**config.mk**
```make
export PLATFORM = sky130hd
export DESIGN_NAME = circular_list_deque_with_search_unit
export DESIGN_NICKNAME = d
export VERILOG_FILES = /design/src/rtl/clu_pkg.sv /design/src/rtl/clu_ram.sv /design/src/rtl/circular_list_deque_with_search_unit.sv
export SDC_FILE = /design/constraint.sdc
export NUM_CORES = 1
export LEC_CHECK = 0
export ABC_AREA = 1
export BUFFER_PORTS_ARGS = -buffer_cell sky130_fd_sc_hd__buf_2
export CAP_MARGIN = 10
export CORE_MARGIN = 2
export CORE_UTILIZATION = 45
export DETAILED_ROUTE_END_ITERATION = 10
export GPL_TIMING_DRIVEN = 0
export PLACE_DENSITY = 0.59
export SLEW_MARGIN = 10
export SYNTH_ARGS = -nofsm -noshare
export SYNTH_HDL_FRONTEND = slang
export SYNTH_SLANG_ARGS = --single-unit
```
**constraint.sdc**
```tcl
create_clock -name i_clk -period 11.75 [get_ports i_clk]
set_input_delay 0.5875 -clock i_clk [delete_from_list [all_inputs] [get_ports i_clk]]
set_output_delay 0.5875 -clock i_clk [all_outputs]
set_load 0.01 [all_outputs]
```
**src/rtl/clu_pkg.sv**
```systemverilog
// clu_pkg: shared constants, codes and slot arithmetic for the circular list deque.
// No dependencies. Used by the top level, which sizes its memory instance from it.
package clu_pkg;

    localparam int CAPACITY = 16;
    localparam int SLOT_W   = (CAPACITY > 1) ? $clog2(CAPACITY) : 1;
    localparam int CNT_W    = $clog2(CAPACITY + 1);
    localparam int DATA_W   = 32;
    localparam int OP_W     = 3;
    localparam int POS_W    = 4;
    localparam int STAT_W   = 2;
    localparam int OCC_W    = 5;

    typedef enum logic [OP_W-1:0] {
        OP_PUSH_FRONT = 3'd0,
        OP_PUSH_BACK  = 3'd1,
        OP_POP_FRONT  = 3'd2,
        OP_POP_BACK   = 3'd3,
        OP_SEARCH     = 3'd4
    } t_op;

    typedef enum logic [STAT_W-1:0] {
        ST_OK    = 2'd0,
        ST_FULL  = 2'd1,
        ST_EMPTY = 2'd2
    } t_status;

    // (slot + off) mod CAPACITY; both operands are below CAPACITY
    function automatic logic [SLOT_W-1:0] slot_add(input logic [SLOT_W-1:0] slot,
                                                   input logic [CNT_W-1:0]  off);
        logic [CNT_W:0] sum;
        sum = (CNT_W+1)'(slot) + (CNT_W+1)'(off);
        if (sum >= (CNT_W+1)'(CAPACITY)) begin
            sum = sum - (CNT_W+1)'(CAPACITY);
        end
        return sum[SLOT_W-1:0];
    endfunction

    function automatic logic [SLOT_W-1:0] slot_inc(input logic [SLOT_W-1:0] slot);
        return (slot == SLOT_W'(CAPACITY - 1)) ? '0 : slot + SLOT_W'(1);
    endfunction

    function automatic logic [SLOT_W-1:0] slot_dec(input logic [SLOT_W-1:0] slot);
        return (slot == '0) ? SLOT_W'(CAPACITY - 1) : slot - SLOT_W'(1);
    endfunction

endpackage

```
**src/rtl/clu_ram.sv**
```systemverilog
// clu_ram: generic simple dual-port RAM, one write and one registered read port.
// No dependencies.
module clu_ram #(
    parameter int DEPTH  = 16,
    parameter int WIDTH  = 32,
    parameter int ADDR_W = (DEPTH > 1) ? $clog2(DEPTH) : 1
) (
    input  logic              i_clk,
    input  logic              i_we,
    input  logic [ADDR_W-1:0] i_waddr,
    input  logic [WIDTH-1:0]  i_wdata,
    input  logic              i_re,
    input  logic [ADDR_W-1:0] i_raddr,
    output logic [WIDTH-1:0]  o_rdata
);

    logic [WIDTH-1:0] r_mem [DEPTH];
    logic [WIDTH-1:0] r_rdata;

    always_ff @(posedge i_clk) begin
        if (i_we) begin
            r_mem[i_waddr] <= i_wdata;
        end
    end

    always_ff @(posedge i_clk) begin
        if (i_re) begin
            r_rdata <= r_mem[i_raddr];
        end
    end

    assign o_rdata = r_rdata;

endmodule

```
**src/rtl/circular_list_deque_with_search_unit.sv**
```systemverilog
// circular_list_deque_with_search_unit: bounded ring deque with linear search.
// Depends on clu_pkg and clu_ram.
//
//  channel  | direction | handshake                | payload
//  ---------+-----------+--------------------------+------------------------------------
//  request  | in        | i_in_valid / o_in_ready  | i_operation, i_value_in
//  result   | out       | o_out_valid / i_out_ready| o_value_out, o_found, o_position,
//           |           |                          | o_status, o_occupancy
//
// One item is worked at a time; o_in_ready is high only in the idle state.
// From acceptance, inserts, refusals and unused codes go straight to the emit state;
// removes pass through a read state for the entry RAM read, and a search reads n entries;
// the single RAM read port sets the search at one entry a cycle.
// The result sits in an output register, so a new item is taken while it waits;
// a finished item only stalls if the previous result is still not taken.
// Synchronous active-low reset empties the ring (head slot zero); the entry RAM is
// not cleared, since only live entries are ever read.
module circular_list_deque_with_search_unit (
    input  logic                              i_clk,
    input  logic                              i_rst_n,
    input  logic                              i_in_valid,
    output logic                              o_in_ready,
    input  logic [clu_pkg::OP_W-1:0]          i_operation,
    input  logic signed [clu_pkg::DATA_W-1:0] i_value_in,
    output logic                              o_out_valid,
    input  logic                              i_out_ready,
    output logic signed [clu_pkg::DATA_W-1:0] o_value_out,
    output logic                              o_found,
    output logic [clu_pkg::POS_W-1:0]         o_position,
    output logic [clu_pkg::STAT_W-1:0]        o_status,
    output logic [clu_pkg::OCC_W-1:0]         o_occupancy
);

    typedef enum logic [3:0] {
        S_IDLE = 4'b0001,
        S_READ = 4'b0010,
        S_SCAN = 4'b0100,
        S_EMIT = 4'b1000
    } t_state;

    // control state
    t_state                        r_state, n_state;
    logic [clu_pkg::SLOT_W-1:0]    r_head, n_head;
    logic [clu_pkg::CNT_W-1:0]     r_count, n_count;
    logic                          r_out_valid, n_out_valid;

    // working payload
    logic [clu_pkg::DATA_W-1:0]    r_value, n_value;
    logic [clu_pkg::SLOT_W-1:0]    r_scan_slot, n_scan_slot;
    logic [clu_pkg::SLOT_W-1:0]    r_idx, n_idx;
    logic [clu_pkg::DATA_W-1:0]    r_vout, n_vout;
    logic                          r_found, n_found;
    logic [clu_pkg::SLOT_W-1:0]    r_pos, n_pos;
    clu_pkg::t_status              r_status, n_status;

    // output register
    logic [clu_pkg::DATA_W-1:0]    r_o_value, n_o_value;
    logic                          r_o_found, n_o_found;
    logic [clu_pkg::POS_W-1:0]     r_o_pos, n_o_pos;
    logic [clu_pkg::STAT_W-1:0]    r_o_status, n_o_status;
    logic [clu_pkg::OCC_W-1:0]     r_o_occ, n_o_occ;

    // entry RAM port signals
    logic                          mem_we, mem_re;
    logic [clu_pkg::SLOT_W-1:0]    mem_waddr, mem_raddr, slot_tmp;
    logic [clu_pkg::DATA_W-1:0]    mem_rdata;

    logic                          is_full, is_empty, out_free;

    // Only one item is in flight, so a write and a later read of the same entry never
    // overlap: the read is always issued in a later cycle than the write.
    clu_ram #(
        .DEPTH (clu_pkg::CAPACITY),
        .WIDTH (clu_pkg::DATA_W),
        .ADDR_W(clu_pkg::SLOT_W)
    ) u_entries (
        .i_clk  (i_clk),
        .i_we   (mem_we),
        .i_waddr(mem_waddr),
        .i_wdata(i_value_in),
        .i_re   (mem_re),
        .i_raddr(mem_raddr),
        .o_rdata(mem_rdata)
    );

    assign is_full  = (r_count == clu_pkg::CNT_W'(clu_pkg::CAPACITY));
    assign is_empty = (r_count == '0);
    assign out_free = !r_out_valid || i_out_ready;

    always_comb begin
        n_state     = r_state;
        n_head      = r_head;
        n_count     = r_count;
        n_out_valid = r_out_valid;
        n_value     = r_value;
        n_scan_slot = r_scan_slot;
        n_idx       = r_idx;
        n_vout      = r_vout;
        n_found     = r_found;
        n_pos       = r_pos;
        n_status    = r_status;
        n_o_value   = r_o_value;
        n_o_found   = r_o_found;
        n_o_pos     = r_o_pos;
        n_o_status  = r_o_status;
        n_o_occ     = r_o_occ;
        mem_we      = 1'b0;
        mem_re      = 1'b0;
        mem_waddr   = r_head;
        mem_raddr   = r_head;
        slot_tmp    = r_head;

        if (r_out_valid && i_out_ready) begin
            n_out_valid = 1'b0;
        end

        unique case (r_state)
            S_IDLE: begin
                if (i_in_valid) begin
                    n_value  = i_value_in;
                    n_vout   = '0;
                    n_found  = 1'b0;
                    n_pos    = '0;
                    n_status = clu_pkg::ST_OK;
                    n_state  = S_EMIT;
                    unique case (i_operation)
                        clu_pkg::OP_PUSH_FRONT: begin
                            if (is_full) begin
                                n_status = clu_pkg::ST_FULL;
                            end else begin
                                slot_tmp  = clu_pkg::slot_dec(r_head);
                                mem_we    = 1'b1;
                                mem_waddr = slot_tmp;
                                n_head    = slot_tmp;
                                n_count   = r_count + clu_pkg::CNT_W'(1);
                            end
                        end
                        clu_pkg::OP_PUSH_BACK: begin
                            if (is_full) begin
                                n_status = clu_pkg::ST_FULL;
                            end else begin
                                mem_we    = 1'b1;
                                mem_waddr = clu_pkg::slot_add(r_head, r_count);
                                n_count   = r_count + clu_pkg::CNT_W'(1);
                            end
                        end
                        clu_pkg::OP_POP_FRONT: begin
                            if (is_empty) begin
                                n_status = clu_pkg::ST_EMPTY;
                            end else begin
                                mem_re    = 1'b1;
                                mem_raddr = r_head;
                                n_head    = clu_pkg::slot_inc(r_head);
                                n_count   = r_count - clu_pkg::CNT_W'(1);
                                n_state   = S_READ;
                            end
                        end
                        clu_pkg::OP_POP_BACK: begin
                            if (is_empty) begin
                                n_status = clu_pkg::ST_EMPTY;
                            end else begin
                                mem_re    = 1'b1;
                                mem_raddr = clu_pkg::slot_add(r_head,
                                                r_count - clu_pkg::CNT_W'(1));
                                n_count   = r_count - clu_pkg::CNT_W'(1);
                                n_state   = S_READ;
                            end
                        end
                        clu_pkg::OP_SEARCH: begin
                            if (!is_empty) begin
                                mem_re      = 1'b1;
                                mem_raddr   = r_head;
                                n_scan_slot = r_head;
                                n_idx       = '0;
                                n_state     = S_SCAN;
                            end
                        end
                        default: begin
                            // unused code: no operation
                        end
                    endcase
                end
            end
            S_READ: begin
                n_vout  = mem_rdata;
                n_state = S_EMIT;
            end
            S_SCAN: begin
                if (mem_rdata == r_value) begin
                    n_found = 1'b1;
                    n_pos   = r_idx;
                    n_state = S_EMIT;
                end else if (clu_pkg::CNT_W'(r_idx) + clu_pkg::CNT_W'(1) == r_count) begin
                    n_state = S_EMIT;
                end else begin
                    slot_tmp    = clu_pkg::slot_inc(r_scan_slot);
                    mem_re      = 1'b1;
                    mem_raddr   = slot_tmp;
                    n_scan_slot = slot_tmp;
                    n_idx       = r_idx + clu_pkg::SLOT_W'(1);
                end
            end
            S_EMIT: begin
                if (out_free) begin
                    n_out_valid = 1'b1;
                    n_o_value   = r_vout;
                    n_o_found   = r_found;
                    n_o_pos     = clu_pkg::POS_W'(r_pos);
                    n_o_status  = r_status;
                    n_o_occ     = clu_pkg::OCC_W'(r_count);
                    n_state     = S_IDLE;
                end
            end
            default: begin
                n_state = S_IDLE;
            end
        endcase
    end

    always_ff @(posedge i_clk) begin
        if (!i_rst_n) begin
            r_state     <= S_IDLE;
            r_head      <= '0;
            r_count     <= '0;
            r_out_valid <= 1'b0;
        end else begin
            r_state     <= n_state;
            r_head      <= n_head;
            r_count     <= n_count;
            r_out_valid <= n_out_valid;
        end
    end

    always_ff @(posedge i_clk) begin
        r_value     <= n_value;
        r_scan_slot <= n_scan_slot;
        r_idx       <= n_idx;
        r_vout      <= n_vout;
        r_found     <= n_found;
        r_pos       <= n_pos;
        r_status    <= n_status;
        r_o_value   <= n_o_value;
        r_o_found   <= n_o_found;
        r_o_pos     <= n_o_pos;
        r_o_status  <= n_o_status;
        r_o_occ     <= n_o_occ;
    end

    assign o_in_ready  = (r_state == S_IDLE);
    assign o_out_valid = r_out_valid;
    assign o_value_out = r_o_value;
    assign o_found     = r_o_found;
    assign o_position  = r_o_pos;
    assign o_status    = r_o_status;
    assign o_occupancy = r_o_occ;

endmodule

```
-- After elaboration in Yosys (flattened, before gate mapping)
Memory sizes are Yosys's and may differ from the RTL's. A register that Yosys moved wholly into a read port is not among the register bits.
Cells that the tools add are included.
- add/sub/neg operators: 11
- magnitude comparators: 2
- equality and inequality tests: 24
- muxes and demuxes: 67
- reduce and logical (&&, ||, !) cells: 21
- operators by type and width (cell ; count):
    $mux 4 ; 33
    $pmux 32 s2 ; 1
    $pmux 4 s2 ; 7
    $eq 32x32->1 ; 1
    $mux 32 ; 1
    $ne 2x2->1 const B ; 9
    $mux 1 ; 17
    $pmux 4 s4 ; 1
    $add 4x1->4 const B ; 3
    $add 4x5->6 ; 2
    $eq 4x4->1 const B ; 3
    $ge 6x5->1 const B ; 2
    $sub 4x1->4 const B ; 3
    $mux 5 ; 2
    $pmux 5 s2 ; 1
    $reduce_bool 2->1 ; 4
    $eq 3x2->1 const B ; 2
    $reduce_and 2->1 ; 3
    $reduce_and 3->1 ; 2
    $reduce_and 6->1 ; 1
    $add 4x1->5 const B ; 1
    $add 5x1->5 const B ; 1
    $eq 5x5->1 ; 1
    $eq 5x5->1 const B ; 1
    other kinds (21) ; 23
- register bits: 137
- bits in writable memories: 512
- bits of input ports: 39
- memories kept: 1
- memory list (name ; words ; bits a word ; rd ports ; clocked after Yosys merged registers in ; wr ports ; line ; RTL):
    u_entries.r_mem ; 16 ; 32 ; 1 ; 1 ; 1 ; clu_ram.sv:17 ; logic [WIDTH-1:0] r_mem [DEPTH];

-- Logic depth before layout (Yosys ltp)
Gate-level depths: netlist (run 1).
- word-level depth: 8
- mapped depth: 21

-- By module
From an unflattened synthesis (run 1), not the netlist that was laid out.
- cells, all modules: 2699
- area total of the unflattened synthesis: 29353.2 um^2
- modules (own cells, without submodules) (module ; times used ; cells an instance ; area each (um^2) ; seq. area each (um^2)):
    clu_ram ; 1 ; 2120 ; 23064.6 ; 16335.7
    circular_list_deque_with_search_unit ; 1 ; 579 ; 6288.5 ; 3973.8

-- Least setup slack after synthesis (run 1)
Ideal clock, no wire load.
- kind: input to register
- from: input port i_out_ready
- to: register r_o_found (netlist: o_found) (enable)
- setup time: 555 ps
- arrival: 4845 ps
- slack: 6350 ps
- stages on the path: 2
- cells stage by stage: nor2_1 > nor4_1
- word-level cells in the longest chain between the ends: 2
- RTL lines (what ; line ; RTL):
    start, declared ; circular_list_deque_with_search_unit.sv:26 ; input logic i_out_ready,
    $logic_or 1x1->1 ; circular_list_deque_with_search_unit.sv:88 ; assign out_free = !r_out_valid || i_out_ready;
    $reduce_and 2->1 (no line) ; n/a ;
    end signal, assigned ; circular_list_deque_with_search_unit.sv:243 ; r_o_found <= n_o_found;
    end, declared ; circular_list_deque_with_search_unit.sv:58 ; logic r_o_found, n_o_found;
Every way passes these cells.
A chain may end at the register's enable or synchronous reset.

-- Worst setup path after layout (run 1)
- from: register r_state[2]
- to: memory u_entries.r_mem[4][15] (enable)
- word-level cells in the longest chain between the ends: 4
- RTL lines (what ; line ; RTL):
    start, declared ; circular_list_deque_with_search_unit.sv:42 ; t_state r_state, n_state;
    start signal, assigned ; circular_list_deque_with_search_unit.sv:227 ; r_state <= n_state;
    $eq 4x1->1 (*) ; circular_list_deque_with_search_unit.sv:117 ; unique case (r_state)
    $mux 1 ; circular_list_deque_with_search_unit.sv:117 ;
    $mux 1 ; clu_ram.sv:21 ; if (i_we) begin
    $mux 1 (implied by the code) ; clu_ram.sv:22 ; r_mem[i_waddr] <= i_wdata;
    end, declared ; clu_ram.sv:17 ;
Every way passes the cells marked *; elsewhere a longest branch is shown, timed or not.

==> results of run 1 <==
how the worst min path moves through the flow:
stage,endpoint,startpoint,cells after the start,slack [ps]
2_1_floorplan,o_found$_DFFE_PP_,r_found$_DFFE_PP_,0,400
3_3_place_gp,o_value_out[15]$_DFFE_PP_,r_vout[15]$_SDFFCE_PN0P_,0,400
3_5_place_dp,o_value_out[21]$_DFFE_PP_,r_vout[21]$_SDFFCE_PN0P_,0,400
4_1_cts,r_state[0]$_SDFFE_PN1P_,i_rst_n,2,210
5_1_grt,r_state[0]$_SDFFE_PN1P_,i_rst_n,2,230
6_report,r_state[0]$_SDFFE_PN1P_,i_rst_n,2,240
flip-flops by register name, summed over array words and instances, names as in the netlist:
signal             flops
o_found                1
o_occupancy            5
o_out_valid            1
o_position             4
o_status               2
o_value_out           32
r_count                5
r_found                1
r_head                 4
r_idx                  4
r_pos                  4
r_scan_slot            4
r_state                4
r_status               2
r_value               32
r_vout                32
u_entries.o_rdata     32
u_entries.r_mem      512
synth_stat cells (2+ instances only):
library cell  count  area (um^2)
a211oi_1          3         22.5
a21oi_1          21          105
a31oi_1           2         12.5
buf_1            12         45.0
buf_2            61          305
buf_4            16          120
buf_6            23          259
clkbuf_1         27          101
clkinv_1          3         11.3
dfxtp_1          14          280
edfxtp_1        667        20000
fa_1              2         40.0
ha_1             13          163
inv_1           430         1610
inv_2            11         41.3
nand2_1         472         1770
nand2_2           3         18.8
nand3_1         597         2990
nand3_2           3         30.0
nand3b_1         95          713
nand4_1           3         18.8
nor2_1           89          334
nor2_2            2         12.5
nor3_1            5         25.0
nor3_4            3         48.8
nor4_1            2         12.5
o211ai_1          2         15.0
o21ai_0          24          120
o21ai_1           2         10.0
xnor2_1          27          236
xor2_1           10         87.6
kinds of logic (layout without fill, tap and decap cells):
| kind of cell | count (synthesis) | in the layout |
|---|---|---|
| XOR/XNOR | 37 | 37 |
| flip-flops | 681 | 681 |
| AO/OA/AOI/OAI | 60 | 60 |
| AND/OR/NAND/NOR | 1280 | 1280 |
| adder cells (fa/ha/maj) | 15 | 15 |
| buffers and inverters | 583 | 826 |
final cells by class:
type	count	area, um^2	area share [%]
Timing Repair Buffer	112	971	2.84
Clock buffer	92	1960	5.73
Buffer	139	831	2.43
Tap cell	864	1080	3.16
Sequential cell	681	20300	59.3
Clock inverter	39	345	1.01
Multi-Input combinational cell	1392	7060	20.6
Inverter	444	1670	4.87
per-layer routing:
layer  wire [um]  part of all wire [%]  up-vias
met5           0                     0        -
met2       39300                    48      947
met4        2660                   3.2        0
li1            -                     -     9342
met3        7010                   8.5      149
met1       33700                    41     9854
through the flow:
| stage | hold slack (ps) | power (mW) | setup slack, ps | util [%] |
|---|---|---|---|---|
| final | 238 | 6.64 | 7530 | 52.1 |
| after CTS | 208 | 6.67 | 7550 | 52.1 |
| after detailed placement | 405 | 4.44 | 7590 | 48.6 |
| after floorplan | 400 | 3.81 | 6350 | - |
| after global placement | 400 | 4.40 | 2550 | 47.6 |
| after global routing | 232 | 6.90 | 7230 | 52.1 |
power by group through the flow:
stage	sequential [mW]	combinational (mW)	clock (mW)
after floorplan	2.85	0.960	0
after global placement	2.85	1.54	0
after detailed placement	2.85	1.59	0
after CTS	2.80	1.59	2.28
after global routing	2.80	1.73	2.36
final	2.80	1.61	2.24
==> metrics, run 1 <==
outcome completed; met2 Use GR 40.2%; CP Max Fanout 17; PostCTS Resize Cnt 0; CTS Sinks 681; via count 20300; post-synthesis xor/xnor area fraction 1.09%; first-pass GRT wire length 121000 um; CP Launch Point r_state[2]$_SDFFE_PN0P_; crit path launch type flop; r2r setup slk 7530 ps; Die X 261 um; VDD IR max 0.0946 mV; Syn Std Cell Area 29700 um^2; main combinational cell family by area after synthesis simple AND/OR/NAND/NOR gates; drc violations 0; GRT busiest layer met2; Post-Synth Adder-Cell Area 0.682%; # Max-Cap Violations 0; Clock transition at path regs 60 ps; Initial DRC Count 2168; Worst path max stage delay 710 ps; RSZ-0062 raised after global routing false; sequential share of the synthesized area 68.3%; Detailed Route WL 82700 um; top_reg_cell synth edfxtp_1; power per cell area 194 nW/um^2; CP endpoint u_entries.r_mem[4][15]$_DFFE_PP_; clock buffer depth 3; DR WL/cell 22.0 um; met3 GRT Util 3.90%; Syn Inst Count 2656; FF-to-FF path depth 14; unique cell type count in the Yosys netlist 43; GR met1 Demand/Resource 32.8%; IO Pins 85; Tcrit/Tclk final 35.9%; yosys warns 0; crit-path cells inv_2, nand2_1, nor3_4, inv_1, nor2_4, inv_2, nor2_2, inv_1, a21oi_1, o21ai_1, o21ai_0, nand2_1, nor2_4, buf_16; Buf/Inv on CP 5; Post-DRT Antenna Nets 0; Mapped Nets 2710; Starting Density 45.3%; number of buffers created by CTS 72; post-synthesis compound-gate area fraction 1.15%; Worst path slowest cell nor2_4; clock skew 26.9 ps; Period minus WS final 4220 ps; Hold WC Path Type input pin to flop; count of final hold-check violations 0; layout net count 2896; FF-to-FF Start r_state[2]$_SDFFE_PN0P_; GRT overflow 0; Post-DP Area 31900 um^2; CTS tree yes; worst skew pair latency 630 ps; Clock H-tree levels 3; Non-Filler Instances 3763; Post-synth EDFFs 667; Setup CP Type flop to flop; final setup TNS 0 ps; row count 94; vias in the first global route 19400; Critical Path Sink Type flop; final setup vio count 0; Die H 261 um; Flop pwr share 42.1%; GP Congestion 0.886; vias per cell 5.39; relative slew slack 31.1%; placed cells 3632; CTS Hold Bufs 0; CP required 12060 ps; Psw 2.12 mW; initial antenna violation count 1; Area growth, synth to finish 15.2%; simple-gate share of the synthesized area 20.3%; Worst Path Arrival 4530 ps; Logic pwr share 24.2%; leakage 13.8 nW; ANT cells 0; cell-internal power 4.53 mW; portion of netlist area occupied by mux cells 0%; commonest non-fill, non-tap cells in the layout edfxtp_1, nand3_1, nand2_1; fillers 5711; layout cells sized above 1 12.3%; post-route design area 34200 um^2; global-route usage over all layers 24.4%; Largest delay share family, worst path simple AND/OR/NAND/NOR gates; root buffer cell clkbuf_16; Die Area 68100 um^2; Synth async-reset ratio 0%; clock share of power 33.7%; switching share of power 31.9%; Pins Over Slew Limit 0; RR Endpoint u_entries.r_mem[4][15]$_DFFE_PP_; Synth Register Bits 681; postcts setup bufs 0; most common cell after layout, fill and taps aside edfxtp_1; Levels on crit path 14; First-pass DRT Iterations 6; largest net degree at the start of global routing 23; Highest Clock Rate 237 MHz; Tightest Pin Transition 1030 ps; Core Area 65600 um^2; Port Buffer Count 84; syn avg cell area 11.2 um^2; post-DP HPWL 56000 um
(Power assumes the default switching activity.)
==> run 2, diff against run 1 <==
==> constraint.sdc (replaced) <==
create_clock -name i_clk -period 4.1 [get_ports i_clk]
set_input_delay 0.205 -clock i_clk [delete_from_list [all_inputs] [get_ports i_clk]]
set_output_delay 0.205 -clock i_clk [all_outputs]
set_load 0.01 [all_outputs]
==> run 2 against run 1 <==
Compared with the run above: global-route usage up 0.24 points; die area unchanged; worst setup slack worse by 7400 ps; utilization up 0.67 points; clock power rose to 2.8 times the previous value; count of clock-buffer cells in the layout up 1; combinational power rose to 2.9 times the previous value; first-iteration DRC count up 13%.
==> metrics, run 2 (same netlist as run 1, synthesis figures left out) <==
Pins Over Slew Limit 0; Setup CP Type flop to flop; Critical Path Sink Type flop; GRT busiest layer met2; # Max-Cap Violations 0; clock buffer depth 3; most common cell after layout, fill and taps aside edfxtp_1; worst skew pair latency 640 ps; post-DP HPWL 56200 um; Highest Clock Rate 251 MHz; largest net degree at the start of global routing 23; number of buffers created by CTS 72; via count 20400; GRT overflow 0; relative slew slack 32.2%; count of final hold-check violations 0; post-layout util 52.8%; FF-to-FF path depth 15; RR Endpoint u_entries.o_rdata[24]$_DFFE_PP_; Period minus WS final 3980 ps; VDD IR max 0.276 mV; row count 94; Starting Density 45.3%; initial antenna violation count 1; Clock H-tree levels 3; commonest non-fill, non-tap cells in the layout edfxtp_1, nand3_1, nand2_1; CP Max Fanout 10; Die H 261 um; DR WL/cell 21.9 um; CP required 4450 ps; r2r setup slk 120 ps; ANT cells 0; most flop-heavy register u_entries.r_mem; FF-to-FF Start r_value[16]$_DFFE_PP_; max reg flops 512; Area growth, synth to finish 16.6%; vias in the first global route 19400; Worst Path Arrival 4330 ps; root buffer cell clkbuf_16; Port Buffer Count 84; Tightest Pin Transition 1020 ps; drc violations 0; CTS tree yes; Final Hold Slack 15.5 ps; layout cells sized above 1 12.6%; Post-DRT Antenna Nets 0; placed cells 3630; GR met1 Demand/Resource 33.8%; Clock transition at path regs 60 ps; met3 GRT Util 4.20%; vias per cell 5.37; first-pass GRT wire length 122000 um; met2 Use GR 39.9%; crit path launch type flop; PnR worst setup slack 117 ps; Die Area 68100 um^2; Non-Filler Instances 3804; First-pass DRT Iterations 6; clock skew 31.0 ps; Detailed Route WL 83400 um; hold endpoint u_entries.r_mem[13][1]$_DFFE_PP_; leakage 13.9 nW; DP Worst Slack -340 ps; Die X 261 um; CTS Sinks 681; layout net count 2938; IO Pins 85; total power 18.9 mW; final setup vio count 0; global-route usage over all layers 24.6%; hold depth 1; Core Area 65600 um^2; Initial DRC Count 2450; hold_sp i_value_in[1]; GP Congestion 0.882; Hold WC Path Type input pin to flop; outcome completed; Tcrit/Tclk final 97.2%; power per cell area 545 nW/um^2
[run 2: cell types whose count changed in the layout (fill, tap and decap cells not counted), moves of 3 or more]
cell / before / now
dlygate4sd3_1: 0 / 29
buf_12: 10 / 19
buf_6: 23 / 27
bufinv_16: 6 / 3
clkbuf_16: 76 / 73
clkinv_2: 12 / 9
[run 2: cell type report]
| class | instances | area [um^2] |
|---|---|---|
| plain buffers | 139 | 833 |
| clock buffers | 93 | 1920 |
| repair buffers | 154 | 1490 |
| well taps | 864 | 1080 |
| clock inverters | 37 | 297 |
| multi-input cells | 1392 | 7070 |
| inverters | 444 | 1670 |
| fillers | 5653 | 31000 |
| flip-flops and latches | 681 | 20300 |
[run 2: timing repair]
item,CTS,global route
gates resized for setup,0,4
pin swaps,4,8
buffers inserted,6,9
hold buffers,29,0
endpoints found under the hold margin,381,0
endpoints found under the setup margin,359,143
[run 2: critical path, stage by stage, from the launching register on]
cell and delay, ps:
edfxtp_1 390, xnor2_1 170, nand2_1 70, nor2_1 190, nand2_1 160, nor2_1 520
nand2_1 250, nand3_2 230, nand2_2 90, nand2_1 100, a21oi_2 80, inv_2 280
buf_1 800, nand3_1 180, nand3_1 110, nand2_1 90
[run 2: report_power, final]
part / internal [mW] / total [mW] / switching, mW
logic: 1.30 / 4.67 / 3.37
registers: 7.94 / 8.02 / 0.0751
clock network: 3.52 / 6.22 / 2.70
total: 12.8 / 18.9 / 6.14
[run 2: worst max path at each step]
stage	startpoint	endpoint	slack, ps	cells past startpoint
floorplan	r_state[2]$_SDFFE_PN0P_	u_entries.r_mem[0][0]$_DFFE_PP_	-420	13
global placement	r_state[2]$_SDFFE_PN0P_	u_entries.r_mem[4][20]$_DFFE_PP_	-3580	13
detailed placement	r_state[2]$_SDFFE_PN0P_	u_entries.r_mem[4][20]$_DFFE_PP_	-340	15
CTS	r_count[0]$_SDFFE_PN0P_	u_entries.o_rdata[11]$_DFFE_PP_	120	16
global route	r_count[0]$_SDFFE_PN0P_	u_entries.r_mem[6][19]$_DFFE_PP_	-20	12
finish	r_value[16]$_DFFE_PP_	u_entries.o_rdata[24]$_DFFE_PP_	120	15
[run 2: metrics by stage]
stage	instance area (um^2)	setup TNS, ps
floorplan	29700	-106440
global placement	31200	-1666530
finish	34700	0
detailed placement	31900	-48910
global route	34700	-237
CTS	34500	0
[run 2: per-layer routing]
metal	vias to the layer above	share of wire, %
met5	-	0
met4	0	3.1
met3	140	8.6
met2	903	47
met1	9940	42
li1	9429	-
==> run 3, diff against run 2 <==
--- a/config.mk
+++ b/config.mk
@@ -8,11 +8,10 @@
 export ABC_AREA = 1
 export BUFFER_PORTS_ARGS = -buffer_cell sky130_fd_sc_hd__buf_2
 export CAP_MARGIN = 10
-export CORE_MARGIN = 2
 export CORE_UTILIZATION = 45
 export DETAILED_ROUTE_END_ITERATION = 10
 export GPL_TIMING_DRIVEN = 0
-export PLACE_DENSITY = 0.59
+export PLACE_DENSITY_LB_ADDON = 0.25
 export SLEW_MARGIN = 10
 export SYNTH_ARGS = -nofsm -noshare
 export SYNTH_HDL_FRONTEND = slang
==> run 3 against run 2 <==
Compared with the run above: die area shrank 1.5%; register-to-register slack better by 40 ps; via count increased by 0.23%; fmax rose by 1.1%; utilization rose by 0.35 points; final cell count is 0.50% lower; hold slack got worse by 4.5 ps; critical path type unchanged; highest routed layer unchanged.
==> metrics, run 3 (same netlist as run 1, synthesis figures left out) <==
outcome completed; Clock H-tree levels 3; number of buffers created by CTS 70; Initial DRC Count 2481; Period minus WS final 3940 ps; layout net count 2931; most common cell after layout, fill and taps aside edfxtp_1; PnR worst setup slack 161 ps; IO Pins 85; DP Worst Slack -165 ps; initial antenna violation count 0; Final Hold Slack 11.0 ps; layout cells sized above 1 12.5%; post-layout util 53.2%; hold depth 1; total power 18.6 mW; Critical Path Sink Type flop; Detailed Route WL 83000 um; Die Area 67100 um^2; relative slew slack 40.8%; vias in the first global route 19700; Die X 259 um; Pins Over Slew Limit 0; clock skew 20.6 ps; first-pass GRT wire length 123000 um; # Max-Cap Violations 0; Area growth, synth to finish 16.0%; vias per cell 5.41; CTS tree yes; Post-DRT Antenna Nets 0; clock buffer depth 3; via count 20500; Hold WC Path Type input pin to flop; FF-to-FF path depth 15; global-route usage over all layers 24.9%; Worst Path Arrival 4270 ps; row count 93; First-pass DRT Iterations 6; Starting Density 45.9%; worst skew pair latency 610 ps; FF-to-FF Start r_value[30]$_DFFE_PP_; CP required 4430 ps; max reg flops 512; DR WL/cell 21.9 um; largest net degree at the start of global routing 23; Tcrit/Tclk final 96.1%; Die H 259 um; crit path launch type flop; power per cell area 541 nW/um^2; most flop-heavy register u_entries.r_mem; GP Congestion 0.867; CP Max Fanout 10; Port Buffer Count 84; root buffer cell clkbuf_16; Highest Clock Rate 254 MHz; ANT cells 0; hold_sp i_value_in[8]; VDD IR max 0.305 mV; post-DP HPWL 55400 um; CP Launch Point r_value[30]$_DFFE_PP_; fillers 5498; GRT overflow 0; final setup vio count 0; CTS Sinks 681; count of final hold-check violations 0; leakage 13.9 nW; final setup TNS 0 ps; Clock transition at path regs 60 ps; drc violations 0; Setup CP Type flop to flop; Core Area 64800 um^2; Tightest Pin Transition 887 ps; commonest non-fill, non-tap cells in the layout edfxtp_1, nand3_1, nand2_1
## run 3: changes by cell type in the layout (fill, tap and decap cells not counted), moves of 2 or more
| cell | previous run | this run |
|---|---|---|
| buf_12 | 19 | 13 |
| bufinv_16 | 3 | 1 |
| clkinv_2 | 9 | 14 |
| clkinv_1 | 19 | 21 |
| clkbuf_1 | 44 | 39 |
| clkinvlp_4 | 3 | 1 |
| clkbuf_8 | 2 | 0 |
## run 3: worst paths after layout
| kind | end | slack, ps |
|---|---|---|
| min | u_entries.r_mem[7][8]$_DFFE_PP_ | 10 |
| max reg2reg | u_entries.o_rdata[24]$_DFFE_PP_ | 160 |
| max | u_entries.o_rdata[24]$_DFFE_PP_ | 160 |
| min reg2reg | o_value_out[15]$_DFFE_PP_ | 410 |
## run 3: area by class of cell
class	count	area [um^2]	area share, %
sequential	681	20300	58.9
multi-input combinational	1392	7070	20.5
clock buffer	87	1900	5.52
timing repair buffer	149	1400	4.05
clock inverter	38	218	0.632
inverter	444	1670	4.84
buffer	139	833	2.42
tap	855	1070	3.10
## run 3: report_power, final
| part | internal [mW] | total [mW] | switching (mW) |
|---|---|---|---|
| combinational | 1.29 | 4.65 | 3.36 |
| sequential | 7.94 | 8.02 | 0.0753 |
| clock | 3.35 | 5.97 | 2.62 |
| total | 12.6 | 18.6 | 6.05 |
## run 3: per-stage QoR
stage,instance area [um^2],instances
floorplan,29700,2656
global placement,31200,3595
detailed placement,31900,3620
CTS,34300,3774
global route,34500,3785
finish,34500,3785
## run 3: metal layers
layer | up-vias | global-route usage [%] | wire (um)
met1 | 9859 | 33.6 | 34200
li1 | 9419 | - | -
met4 | 0 | 9.71 | 2970
met3 | 191 | 4.50 | 7050
met5 | - | 0 | 0
met2 | 989 | 39.9 | 38800
## run 3: timing repair
action | in CTS | in global routing
setup endpoints to repair | 260 | 117
hold buffers | 28 | 0
pin swaps | 1 | 7
buffers inserted | 1 | 11
endpoints found under the hold margin | 317 | 0
resized for setup | 0 | 3
## run 3: worst max-delay path, stage by stage, from the launching register on
cell and delay, ps:
edfxtp_1 400, xnor2_1 190, nand2_1 100, nor2_1 240, nand2_1 110, nor2_1 470
nand2_1 230, nand3_2 210, nand2_2 90, nand2_1 110, a21oi_2 80, inv_2 260
buf_1 710, nand3_1 230, nand3_1 110, nand2_1 110
